===== src/sv/ufst_pkg.sv =====
package ufst_pkg;

  // Fixed port widths
  localparam int NODE_W     = 6;
  localparam int COST_IN_W  = 16;
  localparam int TOTAL_W    = 32;
  localparam int COUNT_W    = 6;
  localparam int CFG_W      = 7;
  localparam int RANK_W     = 3;
  localparam int APB_DATA_W = 32;
  localparam int APB_ADDR_W = 3;

  // Parameter defaults
  localparam int MAX_NODES_DEF  = 64;
  localparam int COST_WIDTH_DEF = 16;

  // Reset value of the node count register
  localparam logic [CFG_W-1:0] NODE_COUNT_RST = CFG_W'(64);

  // Largest rank value; ranks saturate here
  localparam logic [RANK_W-1:0] RANK_MAX = {RANK_W{1'b1}};

  // Register index, taken from the word address bits of paddr
  localparam logic [APB_ADDR_W-3:0] REG_NODE_COUNT = '0;

  // Edge sequencer states
  typedef enum logic [3:0] {
    ST_CLEAR,
    ST_IDLE,
    ST_FIND_A,
    ST_COMP_A,
    ST_FIND_B,
    ST_COMP_B,
    ST_LINK,
    ST_BUMP,
    ST_RESULT
  } ufst_state_t;

  // Sequencer status seen by the top level
  typedef struct packed {
    logic idle;
    logic clearing;
    logic mem_wr;
  } ufst_status_t;

endpackage


===== src/sv/ufst_mem.sv =====
module ufst_mem #(
  parameter int DEPTH = 64,
  parameter int WIDTH = 9,
  parameter int AW    = 6
) (
  input  logic             clk,
  input  logic             wr_en,
  input  logic [AW-1:0]    wr_addr,
  input  logic [WIDTH-1:0] wr_data,
  input  logic [AW-1:0]    rd_addr,
  output logic [WIDTH-1:0] rd_data
);

  logic [WIDTH-1:0] mem_r [DEPTH];
  logic [WIDTH-1:0] rd_q_r;
  logic [WIDTH-1:0] fwd_data_r;
  logic             fwd_r;

  // Write port
  always_ff @(posedge clk) begin
    if (wr_en) begin
      mem_r[wr_addr] <= wr_data;
    end
  end

  // Registered read port
  always_ff @(posedge clk) begin
    rd_q_r <= mem_r[rd_addr];
  end

  // Forward a write that lands on the address being read
  always_ff @(posedge clk) begin
    fwd_r      <= wr_en && (wr_addr == rd_addr);
    fwd_data_r <= wr_data;
  end

  assign rd_data = fwd_r ? fwd_data_r : rd_q_r;

endmodule


===== src/sv/ufst_seq.sv =====
module ufst_seq #(
  parameter int MAX_NODES  = 64,
  parameter int COST_WIDTH = 16,
  parameter int NW         = 6,
  parameter int NCW        = 7,
  parameter int MW         = 9
) (
  input  logic                           clk,
  input  logic                           rst_n,
  // Edge request
  input  logic                           in_valid,
  output logic                           in_stall,
  input  logic [ufst_pkg::NODE_W-1:0]    in_src_node,
  input  logic [ufst_pkg::NODE_W-1:0]    in_dst_node,
  input  logic [ufst_pkg::COST_IN_W-1:0] in_edge_cost,
  input  logic                           in_last_edge,
  // Result
  output logic                           out_valid,
  input  logic                           out_stall,
  output logic                           out_accepted,
  output logic [ufst_pkg::TOTAL_W-1:0]   out_total_cost,
  output logic [ufst_pkg::COUNT_W-1:0]   out_edges_taken,
  output logic                           out_tree_done,
  // Clamped node count
  input  logic [NCW-1:0]                 n_use,
  // Parent/rank memory
  output logic                           mem_wr_en,
  output logic [NW-1:0]                  mem_wr_addr,
  output logic [MW-1:0]                  mem_wr_data,
  output logic [NW-1:0]                  mem_rd_addr,
  input  logic [MW-1:0]                  mem_rd_data,
  output ufst_pkg::ufst_status_t         status
);

  import ufst_pkg::*;

  localparam int CEW  = (COST_WIDTH < COST_IN_W) ? COST_WIDTH : COST_IN_W;
  localparam int SUMW = TOTAL_W + 1;
  localparam logic [NW-1:0] LAST_NODE = NW'(MAX_NODES - 1);

  ufst_state_t state_r, state_nxt;

  logic [NW-1:0]      clr_r, clr_nxt;
  logic [NW-1:0]      cur_r, cur_nxt;
  logic [NW-1:0]      a_r, b_r;
  logic [NW-1:0]      ra_r, ra_nxt;
  logic [NW-1:0]      rb_r, rb_nxt;
  logic [RANK_W-1:0]  rank_a_r, rank_a_nxt;
  logic [RANK_W-1:0]  rank_b_r, rank_b_nxt;
  logic [CEW-1:0]     cost_r;
  logic               last_r;
  logic               acc_r, acc_nxt;
  logic [TOTAL_W-1:0] sum_r, sum_nxt;
  logic [NW-1:0]      taken_r, taken_nxt;
  logic               done_r, done_nxt;

  logic               out_valid_r;
  logic               out_acc_r;
  logic [TOTAL_W-1:0] out_sum_r;
  logic [COUNT_W-1:0] out_taken_r;
  logic               out_done_r;

  logic [NW-1:0]      rd_par;
  logic [RANK_W-1:0]  rd_rank;
  logic [NCW-1:0]     target;
  logic               in_fire;
  logic               edge_ok;
  logic               out_free;
  logic               at_root;
  logic [SUMW-1:0]    sum_wide;
  logic [NW-1:0]      taken_inc;

  assign rd_par  = mem_rd_data[NW-1:0];
  assign rd_rank = mem_rd_data[MW-1:NW];
  assign at_root = (rd_par == cur_r);

  // Edge admission
  assign target   = n_use - NCW'(1);
  assign in_fire  = (state_r == ST_IDLE) && in_valid;
  assign edge_ok  = !done_r && (NCW'(taken_r) < target) &&
                    (NCW'(in_src_node) < n_use) && (NCW'(in_dst_node) < n_use);
  assign out_free = !out_valid_r || !out_stall;

  // Saturating total and next count
  assign sum_wide  = {1'b0, sum_r} + SUMW'(cost_r);
  assign taken_inc = taken_r + NW'(1);

  // Next state
  always_comb begin
    state_nxt = state_r;
    case (state_r)
      ST_CLEAR: begin
        if (clr_r == LAST_NODE) state_nxt = ST_IDLE;
      end
      ST_IDLE: begin
        if (in_valid) state_nxt = edge_ok ? ST_FIND_A : ST_RESULT;
      end
      ST_FIND_A: begin
        if (at_root) state_nxt = (a_r == cur_r) ? ST_FIND_B : ST_COMP_A;
      end
      ST_COMP_A: begin
        if (rd_par == ra_r) state_nxt = ST_FIND_B;
      end
      ST_FIND_B: begin
        if (at_root) state_nxt = (b_r == cur_r) ? ST_LINK : ST_COMP_B;
      end
      ST_COMP_B: begin
        if (rd_par == rb_r) state_nxt = ST_LINK;
      end
      ST_LINK: begin
        if (ra_r != rb_r && rank_a_r == rank_b_r) state_nxt = ST_BUMP;
        else                                      state_nxt = ST_RESULT;
      end
      ST_BUMP: begin
        state_nxt = ST_RESULT;
      end
      ST_RESULT: begin
        if (out_free) state_nxt = last_r ? ST_CLEAR : ST_IDLE;
      end
      default: state_nxt = ST_CLEAR;
    endcase
  end

  // Memory accesses and handshake outputs
  always_comb begin
    mem_wr_en   = 1'b0;
    mem_wr_addr = cur_r;
    mem_wr_data = {rd_rank, ra_r};
    mem_rd_addr = cur_r;
    in_stall    = 1'b1;
    case (state_r)
      ST_CLEAR: begin
        mem_wr_en   = 1'b1;
        mem_wr_addr = clr_r;
        mem_wr_data = {{RANK_W{1'b0}}, clr_r};
      end
      ST_IDLE: begin
        in_stall    = 1'b0;
        mem_rd_addr = NW'(in_src_node);
      end
      ST_FIND_A: begin
        if (!at_root)           mem_rd_addr = rd_par;
        else if (a_r == cur_r)  mem_rd_addr = b_r;
        else                    mem_rd_addr = a_r;
      end
      ST_COMP_A: begin
        mem_wr_en   = 1'b1;
        mem_wr_data = {rd_rank, ra_r};
        mem_rd_addr = (rd_par == ra_r) ? b_r : rd_par;
      end
      ST_FIND_B: begin
        if (!at_root) mem_rd_addr = rd_par;
        else          mem_rd_addr = b_r;
      end
      ST_COMP_B: begin
        mem_wr_en   = 1'b1;
        mem_wr_data = {rd_rank, rb_r};
        mem_rd_addr = rd_par;
      end
      ST_LINK: begin
        // Hang the lower-ranked root under the other one
        mem_wr_en = (ra_r != rb_r);
        if (rank_a_r < rank_b_r) begin
          mem_wr_addr = ra_r;
          mem_wr_data = {rank_a_r, rb_r};
        end else begin
          mem_wr_addr = rb_r;
          mem_wr_data = {rank_b_r, ra_r};
        end
      end
      ST_BUMP: begin
        mem_wr_en   = 1'b1;
        mem_wr_addr = ra_r;
        mem_wr_data = {(rank_a_r == RANK_MAX) ? rank_a_r : rank_a_r + RANK_W'(1), ra_r};
      end
      ST_RESULT: begin
        mem_wr_en = 1'b0;
      end
      default: begin
        mem_wr_en = 1'b0;
      end
    endcase
  end

  assign status.idle     = (state_r == ST_IDLE);
  assign status.clearing = (state_r == ST_CLEAR);
  assign status.mem_wr   = mem_wr_en;

  // Datapath next values
  always_comb begin
    clr_nxt    = clr_r;
    cur_nxt    = cur_r;
    ra_nxt     = ra_r;
    rb_nxt     = rb_r;
    rank_a_nxt = rank_a_r;
    rank_b_nxt = rank_b_r;
    acc_nxt    = acc_r;
    sum_nxt    = sum_r;
    taken_nxt  = taken_r;
    done_nxt   = done_r;
    case (state_r)
      ST_CLEAR: begin
        clr_nxt = (clr_r == LAST_NODE) ? '0 : clr_r + NW'(1);
      end
      ST_IDLE: begin
        cur_nxt = NW'(in_src_node);
        acc_nxt = 1'b0;
      end
      ST_FIND_A: begin
        if (at_root) begin
          ra_nxt     = cur_r;
          rank_a_nxt = rd_rank;
          cur_nxt    = (a_r == cur_r) ? b_r : a_r;
        end else begin
          cur_nxt = rd_par;
        end
      end
      ST_COMP_A: begin
        cur_nxt = (rd_par == ra_r) ? b_r : rd_par;
      end
      ST_FIND_B: begin
        if (at_root) begin
          rb_nxt     = cur_r;
          rank_b_nxt = rd_rank;
          cur_nxt    = b_r;
        end else begin
          cur_nxt = rd_par;
        end
      end
      ST_COMP_B: begin
        cur_nxt = rd_par;
      end
      ST_LINK: begin
        // Count the edge and add its cost, saturating
        if (ra_r != rb_r) begin
          acc_nxt   = 1'b1;
          sum_nxt   = sum_wide[TOTAL_W] ? {TOTAL_W{1'b1}} : sum_wide[TOTAL_W-1:0];
          taken_nxt = taken_inc;
          if (NCW'(taken_inc) >= target) done_nxt = 1'b1;
        end
      end
      ST_RESULT: begin
        // Drop the graph totals after the last edge
        if (out_free && last_r) begin
          sum_nxt   = '0;
          taken_nxt = '0;
          done_nxt  = 1'b0;
        end
      end
      default: begin
        cur_nxt = cur_r;
      end
    endcase
  end

  // Control registers
  always_ff @(posedge clk) begin
    if (!rst_n) begin
      state_r <= ST_CLEAR;
      clr_r   <= '0;
      sum_r   <= '0;
      taken_r <= '0;
      done_r  <= 1'b0;
    end else begin
      state_r <= state_nxt;
      clr_r   <= clr_nxt;
      sum_r   <= sum_nxt;
      taken_r <= taken_nxt;
      done_r  <= done_nxt;
    end
  end

  // Working registers of the edge in flight
  always_ff @(posedge clk) begin
    cur_r    <= cur_nxt;
    ra_r     <= ra_nxt;
    rb_r     <= rb_nxt;
    rank_a_r <= rank_a_nxt;
    rank_b_r <= rank_b_nxt;
    acc_r    <= acc_nxt;
    if (in_fire) begin
      a_r    <= NW'(in_src_node);
      b_r    <= NW'(in_dst_node);
      cost_r <= CEW'(in_edge_cost);
      last_r <= in_last_edge;
    end
  end

  // Output register: hold until the result is taken
  always_ff @(posedge clk) begin
    if (!rst_n) begin
      out_valid_r <= 1'b0;
    end else if (state_r == ST_RESULT && out_free) begin
      out_valid_r <= 1'b1;
    end else if (!out_stall) begin
      out_valid_r <= 1'b0;
    end
  end

  always_ff @(posedge clk) begin
    if (state_r == ST_RESULT && out_free) begin
      out_acc_r   <= acc_r;
      out_sum_r   <= sum_r;
      out_taken_r <= COUNT_W'(taken_r);
      out_done_r  <= done_r;
    end
  end

  assign out_valid       = out_valid_r;
  assign out_accepted    = out_acc_r;
  assign out_total_cost  = out_sum_r;
  assign out_edges_taken = out_taken_r;
  assign out_tree_done   = out_done_r;

endmodule


===== src/sv/union_find_spanning_tree_unit.sv =====
// Kruskal spanning-tree builder over a union-find forest. Feed edges in
// nondecreasing cost order, one request per edge; each request yields one
// result with the accept flag, the saturating cost total, the edge count
// and the done flag, as they stand after that edge. Parent and rank of all
// nodes live in one synchronous memory with a single read and a single
// write port. An admitted edge walks from each end node to its root and
// back, pointing the path at the root (path compression keeps it short),
// links the two roots if they differ and takes one more step when two
// equal-rank trees are joined; a request with a node out of range, or one
// arriving after the tree is done, goes straight to the result. After
// reset and after each edge marked last, a clearing pass rewrites the
// memory to singleton sets; no request is taken during it. node_count
// must be written through the register port only while no edge is in
// flight; the block does not enforce it, nor clear it at a graph's end.
module union_find_spanning_tree_unit #(
  parameter int MAX_NODES  = ufst_pkg::MAX_NODES_DEF,
  parameter int COST_WIDTH = ufst_pkg::COST_WIDTH_DEF
) (
  input  logic                            clk,
  input  logic                            rst_n,
  // Register port
  input  logic                            psel,
  input  logic                            penable,
  input  logic                            pwrite,
  input  logic [ufst_pkg::APB_ADDR_W-1:0] paddr,
  input  logic [ufst_pkg::APB_DATA_W-1:0] pwdata,
  output logic [ufst_pkg::APB_DATA_W-1:0] prdata,
  output logic                            pready,
  // Edge requests
  input  logic                            in_valid,
  output logic                            in_stall,
  input  logic [ufst_pkg::NODE_W-1:0]     in_src_node,
  input  logic [ufst_pkg::NODE_W-1:0]     in_dst_node,
  input  logic [ufst_pkg::COST_IN_W-1:0]  in_edge_cost,
  input  logic                            in_last_edge,
  // Results
  output logic                            out_valid,
  input  logic                            out_stall,
  output logic                            out_accepted,
  output logic [ufst_pkg::TOTAL_W-1:0]    out_total_cost,
  output logic [ufst_pkg::COUNT_W-1:0]    out_edges_taken,
  output logic                            out_tree_done
);

  import ufst_pkg::*;

  localparam int NW   = $clog2(MAX_NODES);
  localparam int MW   = RANK_W + NW;
  localparam int NCW0 = $clog2(MAX_NODES + 1);
  localparam int NCW  = (NCW0 > CFG_W) ? NCW0 : CFG_W;

  logic [CFG_W-1:0]        node_count_r;
  logic [APB_ADDR_W-3:0]   reg_idx;
  logic                    cfg_wr;
  logic [NCW-1:0]          nc_ext;
  logic [NCW-1:0]          n_use;

  logic                    mem_wr_en;
  logic [NW-1:0]           mem_wr_addr;
  logic [MW-1:0]           mem_wr_data;
  logic [NW-1:0]           mem_rd_addr;
  logic [MW-1:0]           mem_rd_data;
  ufst_status_t            status;

  // Register decode
  assign reg_idx = paddr[APB_ADDR_W-1:2];
  assign cfg_wr  = psel && penable && pwrite && pready;
  assign pready  = 1'b1;

  always_ff @(posedge clk) begin
    if (!rst_n) begin
      node_count_r <= NODE_COUNT_RST;
    end else if (cfg_wr && reg_idx == REG_NODE_COUNT) begin
      node_count_r <= pwdata[CFG_W-1:0];
    end
  end

  always_comb begin
    if (reg_idx == REG_NODE_COUNT) prdata = APB_DATA_W'(node_count_r);
    else                           prdata = '0;
  end

  // Clamp the node count to 1..MAX_NODES
  assign nc_ext = NCW'(node_count_r);
  always_comb begin
    if (nc_ext == '0)                   n_use = NCW'(1);
    else if (nc_ext > NCW'(MAX_NODES))  n_use = NCW'(MAX_NODES);
    else                                n_use = nc_ext;
  end

  ufst_seq #(
    .MAX_NODES  (MAX_NODES),
    .COST_WIDTH (COST_WIDTH),
    .NW         (NW),
    .NCW        (NCW),
    .MW         (MW)
  ) u_seq (
    .clk             (clk),
    .rst_n           (rst_n),
    .in_valid        (in_valid),
    .in_stall        (in_stall),
    .in_src_node     (in_src_node),
    .in_dst_node     (in_dst_node),
    .in_edge_cost    (in_edge_cost),
    .in_last_edge    (in_last_edge),
    .out_valid       (out_valid),
    .out_stall       (out_stall),
    .out_accepted    (out_accepted),
    .out_total_cost  (out_total_cost),
    .out_edges_taken (out_edges_taken),
    .out_tree_done   (out_tree_done),
    .n_use           (n_use),
    .mem_wr_en       (mem_wr_en),
    .mem_wr_addr     (mem_wr_addr),
    .mem_wr_data     (mem_wr_data),
    .mem_rd_addr     (mem_rd_addr),
    .mem_rd_data     (mem_rd_data),
    .status          (status)
  );

  ufst_mem #(
    .DEPTH (MAX_NODES),
    .WIDTH (MW),
    .AW    (NW)
  ) u_mem (
    .clk     (clk),
    .wr_en   (mem_wr_en),
    .wr_addr (mem_wr_addr),
    .wr_data (mem_wr_data),
    .rd_addr (mem_rd_addr),
    .rd_data (mem_rd_data)
  );

  // No request is taken while the memory is being cleared
  a_no_req_in_clear: assert property (@(posedge clk) disable iff (!rst_n)
    status.clearing |-> in_stall)
    else $error("request taken during clearing pass");

  // A taken request always starts work on the edge
  a_leave_idle: assert property (@(posedge clk) disable iff (!rst_n)
    (in_valid && !in_stall) |=> !status.idle)
    else $error("sequencer stayed idle after a request");

  // Memory writes stay inside the node range
  a_wr_in_range: assert property (@(posedge clk) disable iff (!rst_n)
    status.mem_wr |-> ({1'b0, mem_wr_addr} < (NW + 1)'(MAX_NODES)))
    else $error("memory write beyond MAX_NODES");

  // The store is never written while idle
  a_no_wr_idle: assert property (@(posedge clk) disable iff (!rst_n)
    status.idle |-> !status.mem_wr)
    else $error("memory written while idle");

endmodule


===== config.mk =====
export PLATFORM = sky130hd
export DESIGN_NAME = union_find_spanning_tree_unit
export DESIGN_NICKNAME = d
export VERILOG_FILES = /design/src/sv/ufst_pkg.sv /design/src/sv/ufst_mem.sv /design/src/sv/ufst_seq.sv /design/src/sv/union_find_spanning_tree_unit.sv
export SDC_FILE = /design/constraint.sdc
export NUM_CORES = 1
export LEC_CHECK = 0
export BUFFER_PORTS_ARGS = -buffer_cell sky130_fd_sc_hd__buf_2
export CAP_MARGIN = 30
export CORE_MARGIN = 2
export CORE_UTILIZATION = 55
export CTS_CLUSTER_SIZE = 12
export DETAILED_ROUTE_END_ITERATION = 16
export GPL_ROUTABILITY_DRIVEN = 0
export GPL_TIMING_DRIVEN = 1
export PLACE_DENSITY = 0.72
export SETUP_SLACK_MARGIN = 0.1
export SKIP_CTS_REPAIR_TIMING = 1
export SYNTH_ARGS = -nofsm -noshare
export SYNTH_HDL_FRONTEND = slang
export SYNTH_SLANG_ARGS = --single-unit

===== constraint.sdc =====
create_clock -name clk -period 7.7 [get_ports clk]
set_input_delay 0 -clock clk [delete_from_list [all_inputs] [get_ports clk]]
set_output_delay 0 -clock clk [all_outputs]
set_load 0.01 [all_outputs]

==> impl_metrics.toml <==
[outcome]
outcome = "complete, but fails checks"
violations = "negative hold slack"

[die]
core_sq_um = 57700
die_area_sq_um = 60300
core.rowCount = 88
ios = 146
die_y_microns = 246
die_w_microns = 246
start_util_pct = 55.6

[worst_setup_path]
setup.worst_path.end_class = "flop"
crit_arrival_ns = 6.24
critPathKind = "reg2reg"
crit_chain = "mux2i_2, xnor2_1, nor4_2, a31oi_1, o221ai_2, o221a_4, buf_4, nand2_1, and3_1, a311o_1, and3_1, o32ai_1, a221o_1"
slowest_stage = "o221a_4"
critical_path_buf_inv_count = 1
cp_top_family = "compound AO/OA/AOI/OAI gates"
cp-start-kind = "flop"
cp_slowest_stage_delay_ns = 0.89
cp_common_cell = "and3_1"
cp_max_fo = 71
crit_required_ns = 8.25

[place]
port_buffers = 92
place_area_sq_um = 33200
dpl.hpwl_mm = 44.6

[cts]
cts_tree = "built"
clock-root-buffer = "clkbuf_16"
cts_buffers = 76
clk_latency_ns = 0.62
numClockSinks = 746
cts.clk_slew.worst_paths_ns = 0.06
clockBufferDepth = 3
htreeDepth = 3

[routing]
highest_layer = "met4"
dr_wl_met3_mm = 5.89
drc_errors = 0
drt-initial-drc-count = 2218
wl_met2_mm = 36.3
vias = 20600
drtPass1Iterations = 6
wire_per_inst_microns = 21.8
ant_nets = 0
routed_wl_mm = 74.8
wl_met1_mm = 30.4
avgViaCountPerCell = 6.00

[synthesis]
syn_area_sq_um = 32100
synth_largest_area_cell = "edfxtp_1"
synth_area_leaders = "edfxtp_1 (62%), nand2_1 (6.3%), dfxtp_1 (5.1%), mux2i_1 (3.5%), and3_1 (2.1%)"
syn_inst = 2514
yosysMostFrequentCell = "edfxtp_1"
synth_top_flop_cell = "edfxtp_1"
ys_ff_latch = 746
async_flop_share_pct = 0
ys_types = 72
synth_common_cells = "edfxtp_1 (664), nand2_1 (542), nor2_1 (137)"
yosysWarnings = 0
synth-edff-count = 664
ys_seq_area_share_pct = 67.2
yosysTopAreaCellShare_pct = 62.1
avgSynthCellArea_sq_um = 12.8

[timing]
tns_ns = 0
slew-limit-headroom_pct = 27.1
rsz0062_at_grt = "no"
holdWs_ns = -0.00181
fin_crit_sh_pct = 73.9
setup_violations = 0
max_freq_ghz = 0.176
finalHoldViolCount = 1
period_minus_slack_ns = 5.69
tightest_slew_ns = 1.09
clock-skew-final_ns = 0.0247
drv_slew = 0

[power]
p_int_w = 0.00640
power.density_nw_per_um2 = 223
combPwrFrac_pct = 2.2
ir_drop_uv = 186
leakagePower_nw = 12.7
p_clk_share_pct = 42.5
p_sw_w = 0.00159
p_sw_share_pct = 19.9
pwr-share-seq_pct = 55.3

[cells_and_area]
diodes = 0
drive_above_1_share_pct = 10.4
final_util_pct = 62.2
fillers = 4279
fin_nets = 2743
area_growth_pct = 11.7
design_area_sq_um = 35900

[grt]
grt_overflow = 0
grt_max_degree = 120
antenna_found_initial = 0
grt_first_pass_wirelength_mm = 115
grt_pass1_vias = 20200
track_usage_pct = 24.8

[run]
drv_cap = 0

[worst_hold_path]
hp-class = "in2reg"
-- state kept, by name (all words and copies together) (netlist names), 3 cells and up --
signal,count
u_mem.mem_r,576
u_seq.out_total_cost,32
u_seq.sum_r,32
u_seq.cost_r,16
u_mem.fwd_data_r,9
u_mem.rd_q_r,9
nc_ext,7
u_seq.a_r,6
u_seq.b_r,6
u_seq.clr_r,6
u_seq.cur_r,6
u_seq.out_edges_taken,6
u_seq.ra_r,6
u_seq.rb_r,6
u_seq.taken_r,6
u_seq.state_r,4
u_seq.rank_a_r,3
u_seq.rank_b_r,3
-- per-stage QoR --
| stage | total power [W] | setup WS, ns | std cells |
|---|---|---|---|
| 2_1_floorplan | 0.00460 | 1.43 | 2538 |
| 3_3_place_gp | 0.00465 | 2.23 | 3266 |
| 3_5_place_dp | 0.00466 | 2.12 | 3276 |
| 4_1_cts | 0.00801 | 2.10 | 3396 |
| 5_1_grt | 0.00820 | 1.79 | 3436 |
| 6_report | 0.00799 | 2.01 | 3436 |
-- area by class of cell --
class | count | area, sq um | share of cell area [%]
Inverter | 33 | 131 | 0.366
Sequential cell | 746 | 21600 | 60.2
Clock buffer | 102 | 2100 | 5.87
Multi-Input combinational cell | 1599 | 9700 | 27.1
Tap cell | 765 | 957 | 2.67
Timing Repair Buffer | 173 | 1250 | 3.48
Clock inverter | 18 | 138 | 0.384
-- logic make-up (layout without fill, tap and decap cells) --
family | after synthesis | in the layout | synth area share (%)
other cells | 2 | 26 | 0.0234
simple gates | 939 | 939 | 12.8
xor+xnor | 62 | 62 | 1.69
compound gates | 385 | 385 | 8.32
flops | 746 | 746 | 67.2
fa+ha+maj | 45 | 45 | 1.76
buf+inv | 193 | 326 | 3.06
mux | 142 | 142 | 5.08
-- path summary, 6_finish.rpt --
check | startpoint | endpoint | slack [ns] | depth (start not counted)
max | u_mem.fwd_r | u_mem.rd_q_r[8] | 2.01 | 13
min | in_valid | u_seq.state_r[0] | -0.002 | 4
max reg2reg | u_mem.fwd_r | u_mem.rd_q_r[8] | 2.01 | 13
min reg2reg | u_seq.acc_r | u_seq.out_accepted | 0.44 | 0
-- per-layer routing --
layer | up-vias | global-route usage [%]
met4 | 0 | 8.86
li1 | 9462 | -
met1 | 10100 | 33.0
met3 | 157 | 4.35
met5 | - | 0
met2 | 888 | 41.1
-- worst min-delay path, cell delays in order --
cell and delay [ns]:
buf_2 0.11, a221oi_1 0.08, o21ai_0 0.25, a21boi_0 0.11
-- power by group through the flow --
stage | clock, W | sequential [W] | combinational, W
CTS | 0.00344 | 0.00441 | 0.000161
global placement | 0 | 0.00450 | 0.000154
finish | 0.00339 | 0.00441 | 0.000179
detailed placement | 0 | 0.00450 | 0.000160
floorplan | 0 | 0.00449 | 0.000110
global route | 0.00360 | 0.00441 | 0.000192
-- cell usage in the layout, fill, tap and decap left out, types with 18 or more instances in the layout --
cell,synthesis,final
a21boi_0,18,18
a21oi_1,44,43
a22oi_1,42,42
a31oi_1,83,83
and3_1,106,106
buf_2,42,92
buf_4,36,35
clkbuf_1,59,20
clkbuf_16,0,80
conb_1,2,26
dfxtp_1,82,82
dlygate4sd3_1,0,39
edfxtp_1,664,664
ha_1,42,42
inv_1,31,31
mux2i_1,112,112
nand2_1,542,536
nand3_1,54,54
nor2_1,137,137
nor2b_1,30,28
o21ai_0,66,66
xnor2_1,45,45
Note: power is estimated with default switching activity, not from simulation.
